[config.mk]
export PLATFORM = sky130hd
export DESIGN_NAME = k_nearest_sorted_list_insert_core
export DESIGN_NICKNAME = d
export VERILOG_FILES = /design/src/design/knsl_pkg.sv /design/src/design/knsl_cell.sv /design/src/design/k_nearest_sorted_list_insert_core.sv
export SDC_FILE = /design/constraint.sdc
export NUM_CORES = 2
export LEC_CHECK = 0
export BUFFER_PORTS_ARGS = -buffer_cell sky130_fd_sc_hd__buf_2
export CORE_MARGIN = 2
export CORE_UTILIZATION = 55
export CTS_CLUSTER_DIAMETER = 120
export DETAILED_ROUTE_END_ITERATION = 10
export PLACE_DENSITY = 0.81
export SYNTH_ARGS = -nofsm -noshare
export SYNTH_HDL_FRONTEND = slang
export SYNTH_SLANG_ARGS = --single-unit
[constraint.sdc]
create_clock -name clk -period 9.2 [get_ports clk]
set_input_delay 2.76 -clock clk [delete_from_list [all_inputs] [get_ports clk]]
set_output_delay 2.76 -clock clk [all_outputs]
set_load 0.005 [all_outputs]
[src/design/knsl_pkg.sv]
// Shared codes and cell interface types for the sorted k-nearest list.
package knsl_pkg;

    localparam logic [1:0] KIND_INSERT = 2'd0;
    localparam logic [1:0] KIND_READ   = 2'd1;
    localparam logic [1:0] KIND_CLEAR  = 2'd2;

    localparam logic [1:0] OUT_INSERTED  = 2'd0;
    localparam logic [1:0] OUT_DUPLICATE = 2'd1;
    localparam logic [1:0] OUT_DROPPED   = 2'd2;
    localparam logic [1:0] OUT_DONE      = 2'd3;

    localparam int DIST_W    = 32;
    localparam int ID_PORT_W = 16;
    localparam int LIMIT_W   = 5;
    localparam int RIDX_W    = 4;
    localparam int SLOT_W    = 5;

    localparam logic [LIMIT_W-1:0] LIMIT_RESET = 5'd16;

    // per-cell update command
    typedef struct packed {
        logic load_new;   // take the candidate
        logic shift;      // take the left neighbor's entry
    } cell_ctl_t;

    // per-cell scan result
    typedef struct packed {
        logic at_slot;    // first cell where the scan stops
        logic dup;        // scan stopped here on a matching id
    } cell_stat_t;

endpackage

[src/design/knsl_cell.sv]
// One list position: entry storage, compare flags and the scan chain link.
module knsl_cell #(
    parameter int ID_W = 16
) (
    input  logic                         clk,
    input  logic [ID_W-1:0]              cand_id,
    input  logic [knsl_pkg::DIST_W-1:0]  cand_dist,
    input  logic [ID_W-1:0]              prev_id,
    input  logic [knsl_pkg::DIST_W-1:0]  prev_dist,
    input  knsl_pkg::cell_ctl_t          ctl,
    input  logic                         vld,
    input  logic                         pass_in,
    output logic                         pass_out,
    output knsl_pkg::cell_stat_t         stat,
    output logic [ID_W-1:0]              cell_id,
    output logic [knsl_pkg::DIST_W-1:0]  cell_dist
);

    logic [ID_W-1:0]             id_reg;
    logic [knsl_pkg::DIST_W-1:0] dist_reg;
    logic                        le_reg;
    logic                        hit_reg;
    logic                        stop;

    always_ff @(posedge clk)
    begin
        le_reg  <= (cand_dist >= dist_reg);
        hit_reg <= (cand_id == id_reg);
        if (ctl.load_new)
        begin
            id_reg   <= cand_id;
            dist_reg <= cand_dist;
        end
        else if (ctl.shift)
        begin
            id_reg   <= prev_id;
            dist_reg <= prev_dist;
        end
    end

    // scan stops past the count, at a farther entry, or on a matching id
    assign stop         = !(vld && le_reg) || hit_reg;
    assign pass_out     = pass_in && !stop;
    assign stat.at_slot = pass_in && stop;
    assign stat.dup     = pass_in && vld && le_reg && hit_reg;
    assign cell_id      = id_reg;
    assign cell_dist    = dist_reg;

endmodule

[src/design/k_nearest_sorted_list_insert_core.sv]
// Top level of the sorted k-nearest-neighbor insertion list.
//
//  channel | direction | handshake               | payload
//  --------+-----------+-------------------------+----------------------------------------
//  in      | input     | in_valid / in_stall     | kind, distance, point_id, read_index
//  out     | output    | out_valid / out_stall   | outcome, slot, count, entry_id,
//          |           |                         | entry_distance
//  cfg     | input     | cfg_valid / cfg_ready   | cfg_data (max_neighbours)
//
// An item passes through two steps: a compare step (ST_EVAL), in which every
// cell compares its entry with the candidate and registers the flags, and a
// commit step (ST_COMMIT) that runs the scan chain and shifts/writes the cells.
// The next item is taken in the commit step, while the last one is finishing.
// Reset clears the count and sets the limit to 16; entry storage is not
// cleared since only positions below the count are ever read.
// A stalled result holds the commit step until the output register frees.
//
// The entries live in a row of cells. Every cell compares in parallel;
// a pass signal ripples from cell 0 and marks the first cell where the
// scan stops (entry past the count, farther entry, or same id). That cell
// is the slot; cells behind it up to min(count, limit-1) take their left
// neighbor's entry, and the slot cell takes the candidate.
module k_nearest_sorted_list_insert_core #(
    parameter int CAPACITY = 16,
    parameter int ID_BITS  = 16
) (
    input  logic                            clk,
    input  logic                            rst_n,
    // input items
    input  logic                            in_valid,
    output logic                            in_stall,
    input  logic [1:0]                      kind,
    input  logic [knsl_pkg::DIST_W-1:0]     distance,
    input  logic [knsl_pkg::ID_PORT_W-1:0]  point_id,
    input  logic [knsl_pkg::RIDX_W-1:0]     read_index,
    // results
    output logic                            out_valid,
    input  logic                            out_stall,
    output logic [1:0]                      outcome,
    output logic [knsl_pkg::SLOT_W-1:0]     slot,
    output logic [knsl_pkg::SLOT_W-1:0]     count,
    output logic [knsl_pkg::ID_PORT_W-1:0]  entry_id,
    output logic [knsl_pkg::DIST_W-1:0]     entry_distance,
    // configuration
    input  logic                            cfg_valid,
    output logic                            cfg_ready,
    input  logic [knsl_pkg::LIMIT_W-1:0]    cfg_data
);

    localparam int ID_W  = (ID_BITS < knsl_pkg::ID_PORT_W) ? ID_BITS : knsl_pkg::ID_PORT_W;
    localparam int CNT_W = $clog2(CAPACITY + 1);

    typedef enum logic [1:0] {ST_IDLE, ST_EVAL, ST_COMMIT} state_t;

    state_t                        state_reg, state_next;
    logic                          out_valid_reg, out_valid_next;
    logic [CNT_W-1:0]              count_reg, count_next;
    logic [knsl_pkg::LIMIT_W-1:0]  limit_cfg_reg;

    // captured item
    logic [1:0]                    kind_reg;
    logic [knsl_pkg::DIST_W-1:0]   dist_reg;
    logic [ID_W-1:0]               id_reg;
    logic [knsl_pkg::RIDX_W-1:0]   ridx_reg;

    // result register
    logic [1:0]                    outcome_reg, outcome_next;
    logic [knsl_pkg::SLOT_W-1:0]   slot_reg, slot_next;
    logic [knsl_pkg::SLOT_W-1:0]   count_out_reg;
    logic [knsl_pkg::ID_PORT_W-1:0] eid_reg, eid_next;
    logic [knsl_pkg::DIST_W-1:0]   edist_reg, edist_next;

    // cell row
    knsl_pkg::cell_ctl_t           ctl  [CAPACITY];
    knsl_pkg::cell_stat_t          stat [CAPACITY];
    logic [ID_W-1:0]               cell_id   [CAPACITY];
    logic [knsl_pkg::DIST_W-1:0]   cell_dist [CAPACITY];
    logic [ID_W-1:0]               prev_id   [CAPACITY];
    logic [knsl_pkg::DIST_W-1:0]   prev_dist [CAPACITY];
    logic [CAPACITY-1:0]           vld;
    logic [CAPACITY:0]             pass;

    logic                          accept;
    logic                          fire;
    logic [CNT_W-1:0]              limit;
    logic                          dup;
    logic                          room;
    logic                          do_ins;
    logic [CNT_W-1:0]              slot_k;

    assign accept    = in_valid && !in_stall;
    assign fire      = (state_reg == ST_COMMIT) && (!out_valid_reg || !out_stall);
    assign in_stall  = (state_reg != ST_IDLE) && !fire;
    assign cfg_ready = 1'b1;

    // limit above capacity acts as capacity
    assign limit = (int'(limit_cfg_reg) > CAPACITY) ? CNT_W'(CAPACITY) : CNT_W'(limit_cfg_reg);

    assign pass[0] = 1'b1;

    for (genvar i = 0; i < CAPACITY; i++)
    begin : g_cell
        assign vld[i] = (int'(count_reg) > i);
        if (i == 0)
        begin : g_head
            assign prev_id[i]   = id_reg;
            assign prev_dist[i] = dist_reg;
        end
        else
        begin : g_body
            assign prev_id[i]   = cell_id[i-1];
            assign prev_dist[i] = cell_dist[i-1];
        end
        // cells between the slot and min(count, limit-1) move back by one
        assign ctl[i].load_new = do_ins && stat[i].at_slot;
        assign ctl[i].shift    = do_ins && !pass[i] && (int'(count_reg) >= i) &&
                                 (int'(limit) > i);

        knsl_cell #(
            .ID_W (ID_W)
        ) u_cell (
            .clk       (clk),
            .cand_id   (id_reg),
            .cand_dist (dist_reg),
            .prev_id   (prev_id[i]),
            .prev_dist (prev_dist[i]),
            .ctl       (ctl[i]),
            .vld       (vld[i]),
            .pass_in   (pass[i]),
            .pass_out  (pass[i+1]),
            .stat      (stat[i]),
            .cell_id   (cell_id[i]),
            .cell_dist (cell_dist[i])
        );
    end

    // slot encode and duplicate / room detection from the one-hot stop mark
    always_comb
    begin
        dup    = 1'b0;
        room   = 1'b0;
        slot_k = pass[CAPACITY] ? CNT_W'(CAPACITY) : '0;
        for (int i = 0; i < CAPACITY; i++)
        begin
            dup = dup | stat[i].dup;
            if (stat[i].at_slot)
            begin
                slot_k = slot_k | CNT_W'(i);
                if (int'(limit) > i)
                    room = 1'b1;
            end
        end
    end

    assign do_ins = fire && (kind_reg == knsl_pkg::KIND_INSERT) && !dup && room;

    always_comb
    begin
        count_next     = count_reg;
        outcome_next   = knsl_pkg::OUT_DONE;
        slot_next      = '0;
        eid_next       = '0;
        edist_next     = '0;
        out_valid_next = out_valid_reg && out_stall;
        state_next     = state_reg;

        unique case (kind_reg)
            knsl_pkg::KIND_INSERT:
            begin
                slot_next = knsl_pkg::SLOT_W'(slot_k);
                if (dup)
                    outcome_next = knsl_pkg::OUT_DUPLICATE;
                else if (!room)
                    outcome_next = knsl_pkg::OUT_DROPPED;
                else
                begin
                    outcome_next = knsl_pkg::OUT_INSERTED;
                    if (count_reg < limit)
                        count_next = count_reg + 1'b1;
                end
            end
            knsl_pkg::KIND_READ:
            begin
                slot_next = knsl_pkg::SLOT_W'(ridx_reg);
                for (int i = 0; i < CAPACITY; i++)
                begin
                    if ((int'(ridx_reg) == i) && vld[i])
                    begin
                        eid_next[ID_W-1:0] = cell_id[i];
                        edist_next         = cell_dist[i];
                    end
                end
            end
            knsl_pkg::KIND_CLEAR:
            begin
                count_next = '0;
            end
            default:
            begin
                count_next = count_reg;
            end
        endcase

        if (!fire)
            count_next = count_reg;
        else
            out_valid_next = 1'b1;

        unique case (state_reg)
            ST_IDLE:   if (accept) state_next = ST_EVAL;
            ST_EVAL:   state_next = ST_COMMIT;
            ST_COMMIT:
            begin
                if (fire)
                    state_next = accept ? ST_EVAL : ST_IDLE;
            end
            default:   state_next = ST_IDLE;
        endcase
    end

    always_ff @(posedge clk or negedge rst_n)
    begin
        if (!rst_n)
        begin
            state_reg     <= ST_IDLE;
            out_valid_reg <= 1'b0;
            count_reg     <= '0;
            limit_cfg_reg <= knsl_pkg::LIMIT_RESET;
            kind_reg      <= '0;
            dist_reg      <= '0;
            id_reg        <= '0;
            ridx_reg      <= '0;
            outcome_reg   <= '0;
            slot_reg      <= '0;
            count_out_reg <= '0;
            eid_reg       <= '0;
            edist_reg     <= '0;
        end
        else
        begin
            state_reg     <= state_next;
            out_valid_reg <= out_valid_next;
            count_reg     <= count_next;
            if (cfg_valid && cfg_ready)
                limit_cfg_reg <= cfg_data;
            if (accept)
            begin
                kind_reg <= kind;
                dist_reg <= distance;
                id_reg   <= point_id[ID_W-1:0];
                ridx_reg <= read_index;
            end
            if (fire)
            begin
                outcome_reg   <= outcome_next;
                slot_reg      <= slot_next;
                count_out_reg <= knsl_pkg::SLOT_W'(count_next);
                eid_reg       <= eid_next;
                edist_reg     <= edist_next;
            end
        end
    end

    assign out_valid      = out_valid_reg;
    assign outcome        = outcome_reg;
    assign slot           = slot_reg;
    assign count          = count_out_reg;
    assign entry_id       = eid_reg;
    assign entry_distance = edist_reg;

endmodule

==> results.tsv <==
stage	metric	value	unit
outcome	outcome	completed	
detailed_routing	Via density	6.73	
placement	pre-CTS setup slack	2870	ps
critical_path	WP buf/inv	3	
yosys	Synthesis Warnings	0	
critical_path	Crit path required time	6440	ps
sta	fin crit period	6250	ps
placement	DP HPWL	139000	microns
sta	hold_ws	469	ps
clock_network	clock buffer depth	3	
critical_path	Worst path slowest cell	a31oi_1	
layout	share of layout cells above drive strength 1	22.6	%
yosys	post-synthesis adder-cell area fraction	10.9	%
critical_path	Largest delay share family, worst path	compound AO/OA/AOI/OAI gates	
layout	nets@finish	5791	
yosys	synthesized net count	5752	
yosys	Post-Synth Simple-Gate Area	7.06	%
floorplanning	std cell rows	121	
job	Max-cap violations	0	
floorplanning	I/O pins	127	
yosys	Post-Synthesis Cells	5167	
power	worst vdd rail ir drop	0.173	mV
placement	RePlAce Congestion	0.980	
yosys	largest area contributor in the netlist	edfxtp_1	
clock_network	post-cts hold buffer count	0	
global_routing	gr usage total	34.2	%
critical_path	CP peak stage delay	380	ps
detailed_routing	drt pass-1 iters	9	
yosys	sequential element share of the synthesized area	44.7	%
floorplanning	die area	112000	sq um
sta	Setup TNS	0	ps
clock_network	clk_lat worst skew	710	ps
layout	max FFs per register	512	
yosys	Yosys top cell area share	38.4	%
detailed_routing	Avg WL per Cell	28.9	microns
global_routing	first-pass GRT wire length	286000	microns
global_routing	vias in the first global route	44200	
critical_path	Critical Path Start Type	input port	
layout	Register Area	26900	sq um
detailed_routing	routed wire length	194000	microns
floorplanning	core area	109000	sq um
placement	I/O Buffers	125	
clock_network	post-CTS resize count	0	
sta	Worst slew margin	5.70	%
critical_path	CP arrival	3490	ps
yosys	Post-synth EDFFs	768	
clock_network	Worst-path clk slew	60	ps
critical_path	Worst Setup End Kind	output port	
floorplanning	Initial Util	55.3	%
detailed_routing	Via Count	45200	
global_routing	largest net degree at the start of global routing	67	
power	pwr dens	205	nW/um^2
yosys	Mapped Area	60100	sq um
power	leakage power	0.0264	uW
sta	clk_skew	37.6	ps
detailed_routing	number of remaining DRC errors	0	
layout	area occupied by multi-input gates	29900	sq um
clock_network	CTS tree	done	
sta	RSZ-0062 raised after global routing	no	
critical_path	CP max FO	3	
yosys	Main synth FF type	edfxtp_1	
yosys	top cells by area, synth	edfxtp_1 38%, mux2_2 11%, ha_1 11%, dfrtp_1 5.2%, xnor2_1 3.7%	
layout	Filler Cell Count	8343	
yosys	combinational family with the most area after synthesis	multiplexers	
global_routing	initial antenna violation count	9	
critical_path	WS Path Type	in2out	
sta	fin crit share	67.9	%
clock_network	root buffer cell	clkbuf_16	
layout	Area growth syn-to-layout	9.16	%
clock_network	H-tree levels	3	
detailed_routing	DRT iter0 DRCs	6318	
yosys	Avg Cell Area, Syn	11.6	sq um
clock_network	postcts setup bufs	0	
detailed_routing	remaining antenna violation count	0	
yosys	synthesis-stage register bit count	927	
min_path	HP Class	reg2reg	
clock_network	Clock Sinks	927	
sta	Tightest Pin Transition	1410	ps
yosys	post-synthesis mux area share	15.3	%
floorplanning	Die H	335	microns
yosys	ys async rst share	13.7	%
clock_network	TritonCTS Buffers	101	
yosys	Synth Area in Compound Gates	12.2	%
sta	Final setup viols	0	
critical_path	CP Cell Sequence	buf_2 > a31oi_1 > inv_1 > buf_2	
floorplanning	Chip Width	335	microns
yosys	fraction of synthesized cell area in xor and xnor cells	3.73	%
sta	FMAX	0.160	GHz
sta	setup ws final	2950	ps
critical_path	CP dominant cell by count	buf_2	
sta	final hold vios	0	
sta	Final Max Tran Viols	0	
yosys	Synth cell types	87	
global_routing	GR Overflow Total	0	
[stage by stage]
stage                     total power (uW)  utilization, %  instance area, sq um  instances
after floorplan                       7450               -                 60100       5167
after global routing                 13900            60.4                 65600       6707
after global placement                8940            57.2                 62100       6517
final                                13500            60.4                 65600       6710
after detailed placement              9070            57.2                 62100       6517
after CTS                            13300            60.4                 65600       6706
[path summary, 6_finish.rpt]
kind                              start                              to  slack (ps)  cells after the start
setup / recovery              out_stall                        in_stall        2950                      4
hold / removal                  slot[1]                         slot[1]         470                      2
setup reg to reg           count_reg[3]  g_cell[4].u_cell.cell_dist[13]        3010                     13
hold reg to reg                 slot[1]                         slot[1]         470                      2
max in group asynchronous         rst_n                     entry_id[9]        6000                      2
min in group asynchronous         rst_n               entry_distance[7]        1970                      1
[power breakdown]
part	switching, uW	internal, uW	total [uW]
clock	1780	2540	4320
sequential	324	4870	5190
combinational	2570	1370	3950
total	4680	8780	13500
[final cells by class]
cell class,count,share of cell area (%)
inverters,521,2.98
multi-input cells,3401,45.5
flip-flops and latches,927,41.0
well taps,1414,2.70
diodes,4,0.0153
clock buffers,154,4.60
repair buffers,254,2.46
clock inverters,35,0.702
[worst reg2reg max path, cell delays in order (launching register included)]
cell and delay, ps:
dfrtp_1 320, buf_4 240, nor2_1 210, buf_4 200, a211oi_1 630, nand4_1 430, nor4_4 420, and3b_1 340
and2_2 230, nor3_4 50, buf_4 290, or2_2 720, a21oi_4 1210, buf_4 540
[per-layer routing]
layer	global-route usage (%)	vias up	routed length (microns)
met1	45.1	22100	72100
met2	51.9	3017	85200
met5	0	-	46
met4	16.9	6	10700
li1	-	19400	-
met3	9.53	587	26100
[cells by family (layout without fill, tap and decap cells)]
| kind of cell | Yosys count | in the layout |
|---|---|---|
| AND/OR/NAND/NOR | 788 | 788 |
| buffers and inverters | 839 | 964 |
| flip-flops | 927 | 927 |
| XOR/XNOR | 256 | 256 |
| AO/OA/AOI/OAI | 1059 | 1059 |
| adder cells (fa/ha/maj) | 521 | 521 |
| multiplexers | 776 | 776 |
| other | 1 | 5 |
[cells in the mapped netlist, types with 13 or more instances]
master    instances
dfxtp_1          32
a221o_1          34
or3_1            13
a221oi_1         87
mux2_4          120
nor4_1           23
buf_4            36
nand2_1         130
nand3_1          44
ha_1            521
o21ai_0         133
mux2_1           60
inv_1           520
o22ai_1          43
nor2b_1          55
a21oi_1         239
nand4_1         178
buf_2            23
mux2_2          593
buf_1            21
nand2b_1         53
o211ai_1         13
nor3_1           28
a211oi_1         43
a22oi_1         111
o31ai_1          36
dfrtp_1         126
edfxtp_1        768
xnor2_1         256
nor2_1          200
a21o_1          186
a222oi_1         50
clkbuf_1        210
[cells in the final DEF, fill, tap and decap left out, drive strengths merged, types with 8 or more instances in the layout]
cell	instances
nor2b	55
a211oi	43
dfxtp	32
a221o	34
clkinv	23
dfrtp	126
xnor2	256
nand3	44
bufinv	10
clkbuf	154
a31oi	8
inv	522
nor2	200
nand4	178
nand2b	53
mux2	773
o21ai	135
o31ai	36
o21a	9
o211ai	13
nor3	45
a222oi	50
o22ai	43
or3	13
a21o	186
nand2	130
a2111oi	12
edfxtp	768
nor4	24
ha	521
a22oi	111
a21oi	239
a221oi	87
buf	254
(Power assumes the default switching activity.)
